**config.mk**
```make
export PLATFORM = sky130hd
export DESIGN_NAME = trusted_mac_table_lru
export DESIGN_NICKNAME = d
export VERILOG_FILES = /design/src/hw/rtl/tmtl_pkg.sv /design/src/hw/rtl/trusted_mac_table_lru.sv /design/src/hw/rtl/tmtl_ram.sv
export VERILOG_INCLUDE_DIRS = /design/src /design/src/hw/rtl
export SDC_FILE = /design/constraint.sdc
export NUM_CORES = 1
export LEC_CHECK = 0
export BUFFER_PORTS_ARGS = -buffer_cell sky130_fd_sc_hd__buf_2
export CAP_MARGIN = 25
export CORE_ASPECT_RATIO = 0.5
export CORE_MARGIN = 4
export CORE_UTILIZATION = 55
export DETAILED_ROUTE_END_ITERATION = 10
export GPL_TIMING_DRIVEN = 0
export PLACE_DENSITY_LB_ADDON = 0.2
export SLEW_MARGIN = 30
export SYNTH_ARGS = -nofsm -noshare
export SYNTH_HDL_FRONTEND = slang
export SYNTH_HIERARCHICAL = 1
export SYNTH_SLANG_ARGS = --single-unit
```
**constraint.sdc**
```tcl
create_clock -name clk -period 4.8 [get_ports clk]
set_input_delay 0 -clock clk [delete_from_list [all_inputs] [get_ports clk]]
set_output_delay 0 -clock clk [all_outputs]
set_load 0.03 [all_outputs]
```
**src/hw/rtl/assert_macros.svh**
```systemverilog
// Assertion macros used by trusted_mac_table_lru.
`ifndef ASSERT_MACROS_SVH
`define ASSERT_MACROS_SVH

// Same-cycle implication, disabled while reset is high.
`define ASSERT_IMPLIES(label, clk, rst, ante, cons) \
  label: assert property (@(posedge clk) disable iff (rst) (ante) |-> (cons)) \
    else $error("same-cycle implication failed");

// Next-cycle implication, disabled while reset is high.
`define ASSERT_NEXT(label, clk, rst, ante, cons) \
  label: assert property (@(posedge clk) disable iff (rst) (ante) |=> (cons)) \
    else $error("next-cycle implication failed");

`endif

```
**src/hw/rtl/tmtl_pkg.sv**
```systemverilog
// Types and constants of the trusted address table.
`default_nettype none

package tmtl_pkg;

  localparam int SLOTS_DEF = 8;
  localparam int ADDR_W    = 48;
  localparam int STAMP_W   = 32;
  localparam int IDX_W     = 3;

  localparam logic FUNC_CHECK = 1'b0;
  localparam logic FUNC_PAIR  = 1'b1;

  typedef enum logic [1:0] {
    ST_IDLE,
    ST_SCAN,
    ST_WRITE
  } state_t;

  typedef struct packed {
    logic               func;
    logic [ADDR_W-1:0]  sender;
    logic [STAMP_W-1:0] now_ms;
  } req_t;

  typedef struct packed {
    logic             accepted;
    logic             hit;
    logic [IDX_W-1:0] slot_index;
    logic             wrote_entry;
    logic             evicted_valid;
  } rsp_t;

endpackage

`default_nettype wire

```
**src/hw/rtl/trusted_mac_table_lru.sv**
```systemverilog
// Trusted source address table: lookup, stamp refresh and LRU replacement.
// A request is taken while idle; the block scans every slot, then writes and raises done.
// It takes no new request while busy; the scan reads one slot per cycle from the
//   address and stamp RAMs through a single compare unit.
// Reset (synchronous, active high) clears all valid bits, so the table is empty.
// Results are strobed on done for one cycle; the receiver cannot stall.
`default_nettype none
`include "assert_macros.svh"

module trusted_mac_table_lru #(
  parameter int SLOTS = tmtl_pkg::SLOTS_DEF
) (
  input  wire logic          clk,
  input  wire logic          rst,
  input  wire logic          start,
  output logic               busy,
  input  wire tmtl_pkg::req_t req,
  output logic               done,
  output tmtl_pkg::rsp_t     rsp
);

  import tmtl_pkg::*;

  localparam int IW = (SLOTS > 1) ? $clog2(SLOTS) : 1;
  localparam int CW = $clog2(SLOTS + 1);

  state_t state, state_next;
  logic [CW-1:0]      cnt;
  logic [SLOTS-1:0]   valid;
  req_t               item;

  logic               found;
  logic               empty_found;
  logic [IW-1:0]      match_idx;
  logic [IW-1:0]      empty_idx;
  logic [IW-1:0]      min_idx;
  logic [STAMP_W-1:0] min_stamp;

  logic [ADDR_W-1:0]  addr_rd;
  logic [STAMP_W-1:0] stamp_rd;
  logic [IW-1:0]      rd_idx;
  logic [IW-1:0]      cur_idx;
  logic [IW-1:0]      victim_idx;
  logic [IW-1:0]      wr_idx;
  logic               addr_we;
  logic               stamp_we;
  logic               take;
  logic               scan_last;
  rsp_t               rsp_next;
  logic [IW+2:0]      match_ext;
  logic [IW+2:0]      victim_ext;

  assign take      = start && !busy;
  assign scan_last = (cnt == CW'(SLOTS));
  assign cur_idx   = IW'(cnt - CW'(1));
  assign rd_idx    = (cnt < CW'(SLOTS)) ? IW'(cnt) : '0;
  assign victim_idx = empty_found ? empty_idx : min_idx;
  assign match_ext  = {3'b000, match_idx};
  assign victim_ext = {3'b000, victim_idx};

  tmtl_ram #(.WIDTH(ADDR_W), .DEPTH(SLOTS), .AW(IW)) u_addr_ram (
    .clk   (clk),
    .we    (addr_we),
    .waddr (wr_idx),
    .wdata (item.sender),
    .raddr (rd_idx),
    .rdata (addr_rd)
  );

  tmtl_ram #(.WIDTH(STAMP_W), .DEPTH(SLOTS), .AW(IW)) u_stamp_ram (
    .clk   (clk),
    .we    (stamp_we),
    .waddr (wr_idx),
    .wdata (item.now_ms),
    .raddr (rd_idx),
    .rdata (stamp_rd)
  );

  // Next state.
  always_comb begin
    state_next = state;
    case (state)
      ST_IDLE:  if (take) state_next = ST_SCAN;
      ST_SCAN:  if (scan_last) state_next = ST_WRITE;
      ST_WRITE: state_next = ST_IDLE;
      default:  state_next = ST_IDLE;
    endcase
  end

  // Outputs and table updates.
  always_comb begin
    busy     = (state != ST_IDLE);
    addr_we  = 1'b0;
    stamp_we = 1'b0;
    wr_idx   = found ? match_idx : victim_idx;
    rsp_next = '0;
    case (state)
      ST_WRITE: begin
        if (found) begin
          stamp_we            = (item.func == FUNC_CHECK);
          rsp_next.accepted   = 1'b1;
          rsp_next.hit        = 1'b1;
          rsp_next.slot_index = match_ext[2:0];
        end else if (item.func == FUNC_PAIR) begin
          addr_we                = 1'b1;
          stamp_we               = 1'b1;
          rsp_next.accepted      = 1'b1;
          rsp_next.wrote_entry   = 1'b1;
          rsp_next.slot_index    = victim_ext[2:0];
          rsp_next.evicted_valid = !empty_found;
        end
      end
      default: ;
    endcase
  end

  // Control state.
  always_ff @(posedge clk) begin
    if (rst) begin
      state       <= ST_IDLE;
      cnt         <= '0;
      valid       <= '0;
      done        <= 1'b0;
      found       <= 1'b0;
      empty_found <= 1'b0;
    end else begin
      state <= state_next;
      done  <= (state == ST_WRITE);
      case (state)
        ST_IDLE: begin
          cnt         <= '0;
          found       <= 1'b0;
          empty_found <= 1'b0;
        end
        ST_SCAN: begin
          cnt <= cnt + CW'(1);
          // Read data is registered and arrives in the cycle after its read address.
          if (cnt != '0) begin
            if (valid[cur_idx] && addr_rd == item.sender && !found) begin
              found <= 1'b1;
            end
            if (!valid[cur_idx] && !empty_found) begin
              empty_found <= 1'b1;
            end
          end
        end
        ST_WRITE: begin
          if (addr_we) begin
            valid[wr_idx] <= 1'b1;
          end
        end
        default: ;
      endcase
    end
  end

  // Payload.
  always_ff @(posedge clk) begin
    if (take) begin
      item <= req;
    end
    if (state == ST_SCAN && cnt != '0) begin
      if (valid[cur_idx] && addr_rd == item.sender && !found) begin
        match_idx <= cur_idx;
      end
      if (!valid[cur_idx] && !empty_found) begin
        empty_idx <= cur_idx;
      end
      // Strict less keeps the lowest index on ties; slot 0 seeds the minimum.
      if (cnt == CW'(1) || stamp_rd < min_stamp) begin
        min_stamp <= stamp_rd;
        min_idx   <= cur_idx;
      end
    end
    if (state == ST_WRITE) begin
      rsp <= rsp_next;
    end
  end

  `ASSERT_NEXT(a_take_busy, clk, rst, take, busy)
  `ASSERT_NEXT(a_write_done, clk, rst, state == ST_WRITE, done && !busy)
  `ASSERT_IMPLIES(a_hit_no_write, clk, rst, done && rsp.hit,
                  rsp.accepted && !rsp.wrote_entry && !rsp.evicted_valid)
  `ASSERT_IMPLIES(a_write_accepts, clk, rst, done && rsp.wrote_entry,
                  rsp.accepted && !rsp.hit)

endmodule

`default_nettype wire

```
**src/hw/rtl/tmtl_ram.sv**
```systemverilog
// Generic single-write, single-read RAM with registered read data.
`default_nettype none

module tmtl_ram #(
  parameter int WIDTH = 32,
  parameter int DEPTH = 8,
  parameter int AW    = (DEPTH > 1) ? $clog2(DEPTH) : 1
) (
  input  wire logic             clk,
  input  wire logic             we,
  input  wire logic [AW-1:0]    waddr,
  input  wire logic [WIDTH-1:0] wdata,
  input  wire logic [AW-1:0]    raddr,
  output logic      [WIDTH-1:0] rdata
);

  logic [WIDTH-1:0] mem [DEPTH];

  always_ff @(posedge clk) begin
    if (we) begin
      mem[waddr] <= wdata;
    end
    rdata <= mem[raddr];
  end

endmodule

`default_nettype wire
```
==> run metrics, run 1 <==
Hold/Removal Path Class=in -> reg; number of synthesis warnings=6; Worst Max-Slew Pin Slew=1.04 ns; crit path launch type=register; DP HPWL=41,800 um; Worst Hold End=item[80]; Clock Sinks=866; Reg clk slew, reported paths=0.07 ns; proportion of layout cells with a drive suffix above 1=0.290; Die Ht=179 um; nets@finish=1,874; R2R Setup Slk=1.18 ns; Finished Cell Area=38,400 um^2; drt wl/cell=24.8 um; status=finished clean; R2R depth=9; Mean Syn Cell Area=22.4 um^2; Synth Instances=1,441; Post-CTS Setup Inserts=0; unique cell type count in the Yosys netlist=47; Slew Viols, Final=0; routability cong.=0.778; RR Endpoint=min_stamp[13]; Post-synth EDFFs=769; final worst path period need=3.62 ns; number of global-route vias before repair=15,580; P&R area growth vs syn=19.1%; crit end category=register; CTS H-tree depth=3; DIE WIDTH=350 um; GRT Overall Usage=0.210; Remaining DRCs=0; Die ar.=62,700 um^2; CP required=5.10 ns; Longest Clk Path Bufs=3; Boundary Pins=93; Syn Nets=1,560; fin crit share=0.753; area of the multi-input gates=6820 um^2; total congestion overflow=0; row cnt=62; P per Cell Area=387 nW/um^2; CTS-repair resized insts=0; Yosys reg bits=866; Num CTS Buffers=74; most frequent cells in the layout=edfxtp_1 (769), mux4_2 (117), buf_2 (109); final wirelength=64,200 um; Hold Crit Depth=2; initial antenna violation count=0; Synth Cell Area=32,200 um^2; skew final=0.0177 ns; via count=14,783; Max-slew headroom=0.308; Leak=12.9 nW; hold path startpoint=req[80]; initial core utilization=0.559; CORE AREA=57,600 um^2; largest net degree at the start of global routing=21; drt first pass iters=5; diode count=0; VDD IR-drop max=0.224 mV; final hold vios=0; Starting DRT DRC Count=1,173; Hold Buf Count CTS=83; register area=25,000 um^2; first-pass GRT wire length=96,500 um; fraction of registers with async set/reset=0; max_cap viols=0; critical-path maximum fanout=20; IO buf count=91; CTS tree=done; fillers=3,542; ANT nets after route=0; clock tree root buffer cell=clkbuf_16; clock latency on the worst-skew pair=0.60 ns; Non-Filler Instances=2,584; Seq/Total Area, Yosys=0.777; placed cells=2,364; placed cell area=35,100 um^2; Setup CP Type=reg -> reg; worst hold margin=0.104 ns; CP Data Arrival Time=3.92 ns; RSZ-0062 raised after global routing=no; leading cell type in the layout, fill and taps excluded=edfxtp_1; vias per cell=5.72; reg-to-reg startpoint=min_stamp[9]; maximum clock frequency=277 MHz; commonest register cell after synthesis=edfxtp_1; Setup violations, final=0
-- synthesized netlist by cell type, drive strengths merged (2+ instances only) --
cell    number  area [um^2]
nand2b       9         56.3
mux4       162         3820
nand3        5         25.0
inv         40          150
a221o        2         20.0
clkbuf      13         48.8
nor3        10         50.1
nand3b       2         15.0
or2          2         15.0
mux2        87         1130
nor2b        8         52.6
o21ai        2         10.0
xor2        25          219
ha          35          438
a211oi       3         22.5
a22o         3         26.3
nand4       13         81.3
a21oi       19         98.9
nand2       11         41.3
nor2        34          128
and4         2         17.5
dfxtp       97         1940
edfxtp     769        23100
and2         3         18.8
a21o        11         82.6
buf         36          303
nor4         7         43.8
xnor2       24          210
-- power by group --
group / internal [W] / switching (W)
sequential: 0.00827 / 0.0000944
combinational: 0.000253 / 0.000208
clock: 0.00346 / 0.00257
-- how the worst max path moves through the flow --
stage                  start       endpoint  cells after the start
5_1_grt         min_stamp[9]  min_stamp[10]                      9
3_5_place_dp   min_stamp[11]   min_stamp[9]                      9
6_report        min_stamp[9]  min_stamp[13]                      9
2_1_floorplan       state[1]        item[0]                      3
3_3_place_gp        state[1]       item[43]                      3
4_1_cts         min_stamp[9]   min_stamp[9]                      9
-- routing by layer --
layer	vias up	global-route usage	wire, um
li1	6539	-	-
met1	7789	0.287	27300
met2	368	0.361	32800
met3	87	0.0336	2890
met4	0	0.0479	1160
met5	-	0	0
-- sequential cells by signal (all words and copies together) (netlist names), 4 cells and up --
register	cells
item	81
u_addr_ram/rdata	48
valid	8
u_addr_ram/mem	384
rsp	7
u_stamp_ram/rdata	32
u_stamp_ram/mem	256
min_stamp	32
cnt	4
-- stage by stage --
step | worst slack, ns | utilization | setup TNS [ns] | total power, W
6_report | 1.18 | 0.666 | 0 | 0.0149
2_1_floorplan | 0.0739 | - | 0 | 0.00876
3_5_place_dp | 1.26 | 0.609 | 0 | 0.00894
5_1_grt | 1.11 | 0.666 | 0 | 0.0153
4_1_cts | 1.20 | 0.666 | 0 | 0.0150
3_3_place_gp | -3.49 | 0.584 | -961.85 | 0.00891
-- worst max-delay path: stages, from the launching register on --
cell      delay [ns]
edfxtp_1        0.37
inv_1           0.07
ha_1            0.25
a21o_1          0.18
a221o_1         0.34
a221o_1         0.35
a211oi_1        0.57
o31ai_1         0.29
a21oi_4         0.63
buf_16          0.24
-- layout make-up --
cell class	count	area share
sequential	866	0.652
multi-input combinational	486	0.178
timing repair buffer	238	0.0677
clock buffer	102	0.0559
tap	768	0.0250
buffer	49	0.00919
clock inverter	35	0.00838
inverter	40	0.00391
-- kinds of logic after synthesis --
logic type | count (synthesis) | share of synthesized area
flops | 866 | 0.777
mux | 250 | 0.154
simple gates | 107 | 0.0172
buf+inv | 89 | 0.0156
xor+xnor | 49 | 0.0133
compound gates | 45 | 0.00936
fa+ha+maj | 35 | 0.0136
(Power assumes the default switching activity.)
==> run 2, diff against run 1 <==
- clock period: 4.8 -> 3.55 ns (I/O delays scaled with it)
==> run 2 against run 1 <==
Against the previous run: first-iteration DRC count increased by 11%; core utilization fell by 0.41 points; via count is 0.44% lower; clock power rose by 31%; hold slack better by 0.0044 ns; fmax increased by 9.6%; sequential power is 35% higher; cell area down 0.61%; critical endpoint is now min_stamp[5]; largest power group unchanged.
==> run metrics, run 2 (synthesized netlist as in run 1, its figures left out) <==
Max-slew headroom=0.320; first-pass GRT wire length=96,300 um; Starting DRT DRC Count=1,299; RSZ-0062 raised after global routing=no; largest net degree at the start of global routing=21; Num CTS Buffers=74; GR Layer Usage met2=0.363; Reg clk slew, reported paths=0.06 ns; Slew Viols, Final=0; initial antenna violation count=0; Finished Cell Area=38,200 um^2; leading cell type in the layout, fill and taps excluded=edfxtp_1; CP Data Arrival Time=3.60 ns; P&R area growth vs syn=18.4%; final worst path period need=3.30 ns; ANT nets after route=0; critical-path maximum fanout=20; clock latency on the worst-skew pair=0.60 ns; proportion of layout cells with a drive suffix above 1=0.282; drt first pass iters=4; max FFs per register=384; vias per cell=5.72; clock tree root buffer cell=clkbuf_16; CORE AREA=57,600 um^2; drt wl/cell=24.9 um; max_cap viols=0; P per Cell Area=519 nW/um^2; routability cong.=0.798; placed cell area=35,000 um^2; via count=14,718; CP required=3.85 ns; Setup WS pre-CTS=0.220 ns; gr busiest metal=met2; CTS-repair resized insts=0; DP HPWL=40,600 um; fillers=3,658; area of the multi-input gates=6840 um^2; Setup violations, final=0; crit end category=register; Longest Clk Path Bufs=3; initial core utilization=0.559; fin worst setup slack=0.253 ns; final hold vios=0; status=finished clean; maximum clock frequency=303 MHz; most frequent cells in the layout=edfxtp_1 (769), mux4_2 (117), buf_2 (109); row cnt=62; number of global-route vias before repair=15,350; final wirelength=63,900 um; skew final=0.0177 ns; crit path launch type=register; Biggest register=u_addr_ram/mem; Boundary Pins=93; Setup CP Type=reg -> reg; total congestion overflow=0; Hold/Removal Path Class=in -> reg; Die ar.=62,700 um^2; diode count=0; Remaining DRCs=0; DIE WIDTH=350 um; CTS H-tree depth=3; VDD IR-drop max=0.321 mV; top flop regs=u_addr_ram/mem x384, u_stamp_ram/mem x256, item x81; Clock Sinks=866; met1 Use GR=0.290; R2R Setup Slk=0.25 ns; CTS tree=done; GR Util met3=0.0290; IO buf count=91; Die Ht=179 um; Leak=12.8 nW; fin crit share=0.929; register area=25,000 um^2; Worst Max-Slew Pin Slew=1.02 ns; GRT Overall Usage=0.209; nets@finish=1,862; Post-CTS Setup Inserts=0
run 2: cell types whose count changed in the layout (fill, tap and decap cells not counted), moves of 4 or more:
cell / before / now
bufinv_16: 6 / 2
buf_4: 11 / 1
clkinv_2: 19 / 12
clkbuf_1: 28 / 36
clkinv_1: 8 / 4
clkbuf_8: 6 / 13
buf_8: 7 / 3
run 2: timing repair:
action	in CTS	in global routing
hold buffers	83	0
setup endpoints to repair	0	0
endpoints found under the hold margin	105	0
run 2: final timing paths:
| check | startpoint | end | cells past startpoint |
|---|---|---|---|
| max | min_stamp[9] | min_stamp[5] | 9 |
| min | req[11] | item[11] | 2 |
| min reg2reg | u_stamp_ram/rdata[0] | min_stamp[0] | 0 |
| max reg2reg | min_stamp[9] | min_stamp[5] | 9 |
run 2: layer usage:
metal	vias to the layer above	wire, um
li1	6496	-
met1	7803	27200
met2	341	33100
met3	78	2670
met4	0	995
met5	-	0
run 2: through the flow:
| stage | cells | hold WS (ns) | TNS, ns | utilization | power (W) |
|---|---|---|---|---|---|
| 2_1_floorplan | 1441 | 0.0989 | -45.65 | - | 0.0118 |
| 4_1_cts | 2571 | 0.0664 | 0 | 0.662 | 0.0200 |
| 6_report | 2571 | 0.108 | 0 | 0.662 | 0.0198 |
| 3_5_place_dp | 2352 | 0.178 | 0 | 0.606 | 0.0121 |
| 3_3_place_gp | 2300 | 0.176 | -1262.61 | 0.584 | 0.0120 |
| 5_1_grt | 2571 | 0.0915 | 0 | 0.662 | 0.0205 |
run 2: power breakdown:
part / switching, W / total [W] / leakage (nW) / internal, W
combinational: 0.000276 / 0.000616 / 3.85 / 0.000339
sequential: 0.000128 / 0.0113 / 7.76 / 0.0112
clock: 0.00346 / 0.00789 / 1.16 / 0.00443
run 2: cell type report:
cell class,count,area share
sequential,866,0.656
multi-input combinational,486,0.179
timing repair buffer,226,0.0643
clock buffer,114,0.0576
tap,768,0.0252
buffer,49,0.00925
clock inverter,22,0.00439
inverter,40,0.00394
run 2: critical path: stages, from the launching register on:
cell and delay, ns:
edfxtp_1 0.37, inv_1 0.07, ha_1 0.24, a21o_1 0.16, a221o_1 0.31, a221o_1 0.30, a211oi_1 0.39, o31ai_1 0.27
a21oi_4 0.62, buf_16 0.25
==> run 3, diff against run 2 <==
- BUFFER_PORTS_ARGS: -buffer_cell sky130_fd_sc_hd__buf_2 -> -buffer_cell sky130_fd_sc_hd__buf_4
- CTS_CLUSTER_DIAMETER: default -> 40
==> run 3 against run 2 <==
Against the previous run: cell area is 0.97% higher; combinational power increased by 4.9%; critical path depth stayed put; core utilization up 0.64 points; sequential share of layout area down 0.63 points; via count up 1.3%; global-route usage hardly changed; total power increased by 2.6%; first-iteration DRC count shrank 6.3%; wire length rose by 0.61%; register-to-register slack about the same; die area stayed put; critical path type unchanged; largest power group unchanged; highest routed layer unchanged.
==> run metrics, run 3 (synthesized netlist as in run 1, its figures left out) <==
maximum clock frequency=305 MHz; GR Util met3=0.0390; CTS-repair resized insts=0; sw frac=0.194; via count=14,904; Clock Sinks=866; leading cell type in the layout, fill and taps excluded=edfxtp_1; final wirelength=64,300 um; CP top delay family=compound AO/OA/AOI/OAI gates; CP Cell Sequence=inv_1 -> ha_1 -> a21o_1 -> a221o_1 -> a221o_1 -> a211oi_1 -> o31ai_1 -> a21oi_4 -> buf_16; crit path launch type=register; critical-path maximum fanout=20; Slowest-stage cell, CP=a21oi_4; first-pass GRT wire length=96,900 um; Die Ht=179 um; P per Cell Area=528 nW/um^2; met1 Use GR=0.285; Hold/Removal Path Class=in -> reg; sequential power share=0.556; Max-slew headroom=0.444; number of global-route vias before repair=15,680; final worst path period need=3.28 ns; Longest Clk Path Bufs=3; status=finished clean; CTS tree=done; gr busiest metal=met2; instance count on the critical path=9; VDD IR-drop max=0.345 mV; routability cong.=0.792; Reg clk slew, reported paths=0.06 ns; ANT nets after route=0; Hold Buf Count CTS=83; Critical path buffers and inverters=2; CORE AREA=57,600 um^2; Starting DRT DRC Count=1,217; R2R depth=9; switching power=0.00395 W; clock latency on the worst-skew pair=0.61 ns; largest stage delay on the critical path=0.64 ns; post-route setup TNS=0 ns; fin crit share=0.925; P_int=0.0164 W; max FFs per register=384; vias per cell=5.79; fillers=3,525; DIE WIDTH=350 um; Worst Max-Slew Pin Slew=0.834 ns; total congestion overflow=0; nets@finish=1,863; row cnt=62; CP Data Arrival Time=3.58 ns; largest net degree at the start of global routing=21; Slew Viols, Final=0; total power draw=0.0203 W; area of the multi-input gates=6840 um^2; proportion of layout cells with a drive suffix above 1=0.286; CP most frequent cell=a221o_1; Leak=12.9 nW; Biggest register=u_addr_ram/mem; GR Layer Usage met2=0.357; Remaining DRCs=0; Die ar.=62,700 um^2; GRT Overall Usage=0.210; clock tree root buffer cell=clkbuf_16; max_cap viols=0; P&R area growth vs syn=19.6%; crit end category=register; Setup violations, final=0; initial antenna violation count=0; DP HPWL=40,800 um; most frequent cells in the layout=edfxtp_1 (769), mux4_2 (117), dfxtp_1 (97); drt first pass iters=5; Post-CTS Setup Inserts=0; skew final=0.0216 ns; CP required=3.85 ns; Num CTS Buffers=75; clock power share=0.412; top flop regs=u_addr_ram/mem x384, u_stamp_ram/mem x256, item x81; RSZ-0062 raised after global routing=no; diode count=0; IO buf count=91; Boundary Pins=93; register area=25,000 um^2; Hold Crit Depth=2; CTS H-tree depth=3; drt wl/cell=25.0 um; initial core utilization=0.559; final hold vios=0; Setup CP Type=reg -> reg; Comb pwr share=0.032
[run 3: power by group through the flow]
stage | clock, W | sequential [W] | combinational (W)
after CTS | 0.00856 | 0.0113 | 0.000656
after detailed placement | 0 | 0.0115 | 0.000576
after global placement | 0 | 0.0115 | 0.000531
after global routing | 0.00898 | 0.0113 | 0.000693
final | 0.00838 | 0.0113 | 0.000646
after floorplan | 0 | 0.0115 | 0.000347
[run 3: cell type report]
cell class	instances	share of cell area
well taps	768	0.0249
clock inverters	33	0.00919
repair buffers	226	0.0686
plain buffers	49	0.00919
clock buffers	105	0.0568
multi-input cells	486	0.177
inverters	40	0.00390
flip-flops and latches	866	0.650
[run 3: metrics by stage]
stage | util | hold slack [ns] | setup slack [ns] | std cells | cell area [um^2]
2_1_floorplan | - | 0.0989 | -0.251 | 1441 | 32300
3_3_place_gp | 0.588 | 0.178 | -2.67 | 2300 | 33900
3_5_place_dp | 0.610 | 0.179 | 0.207 | 2352 | 35100
4_1_cts | 0.668 | 0.0755 | 0.175 | 2573 | 38500
5_1_grt | 0.668 | 0.0812 | 0.116 | 2573 | 38500
6_report | 0.668 | 0.109 | 0.266 | 2573 | 38500
[run 3: per-layer routing]
layer,part of all wire,vias up
li1,-,6511
met1,0.42,7883
met2,0.51,404
met3,0.048,106
met4,0.024,0
met5,0,-
[run 3: path summary, 6_finish.rpt]
kind	from	endpoint	slack, ns
worst min register to register	u_stamp_ram/rdata[0]	min_stamp[0]	0.43
worst max register to register	min_stamp[9]	min_stamp[4]	0.27
worst min-delay path	req[14]	item[14]	0.11
worst max-delay path	min_stamp[9]	min_stamp[4]	0.27
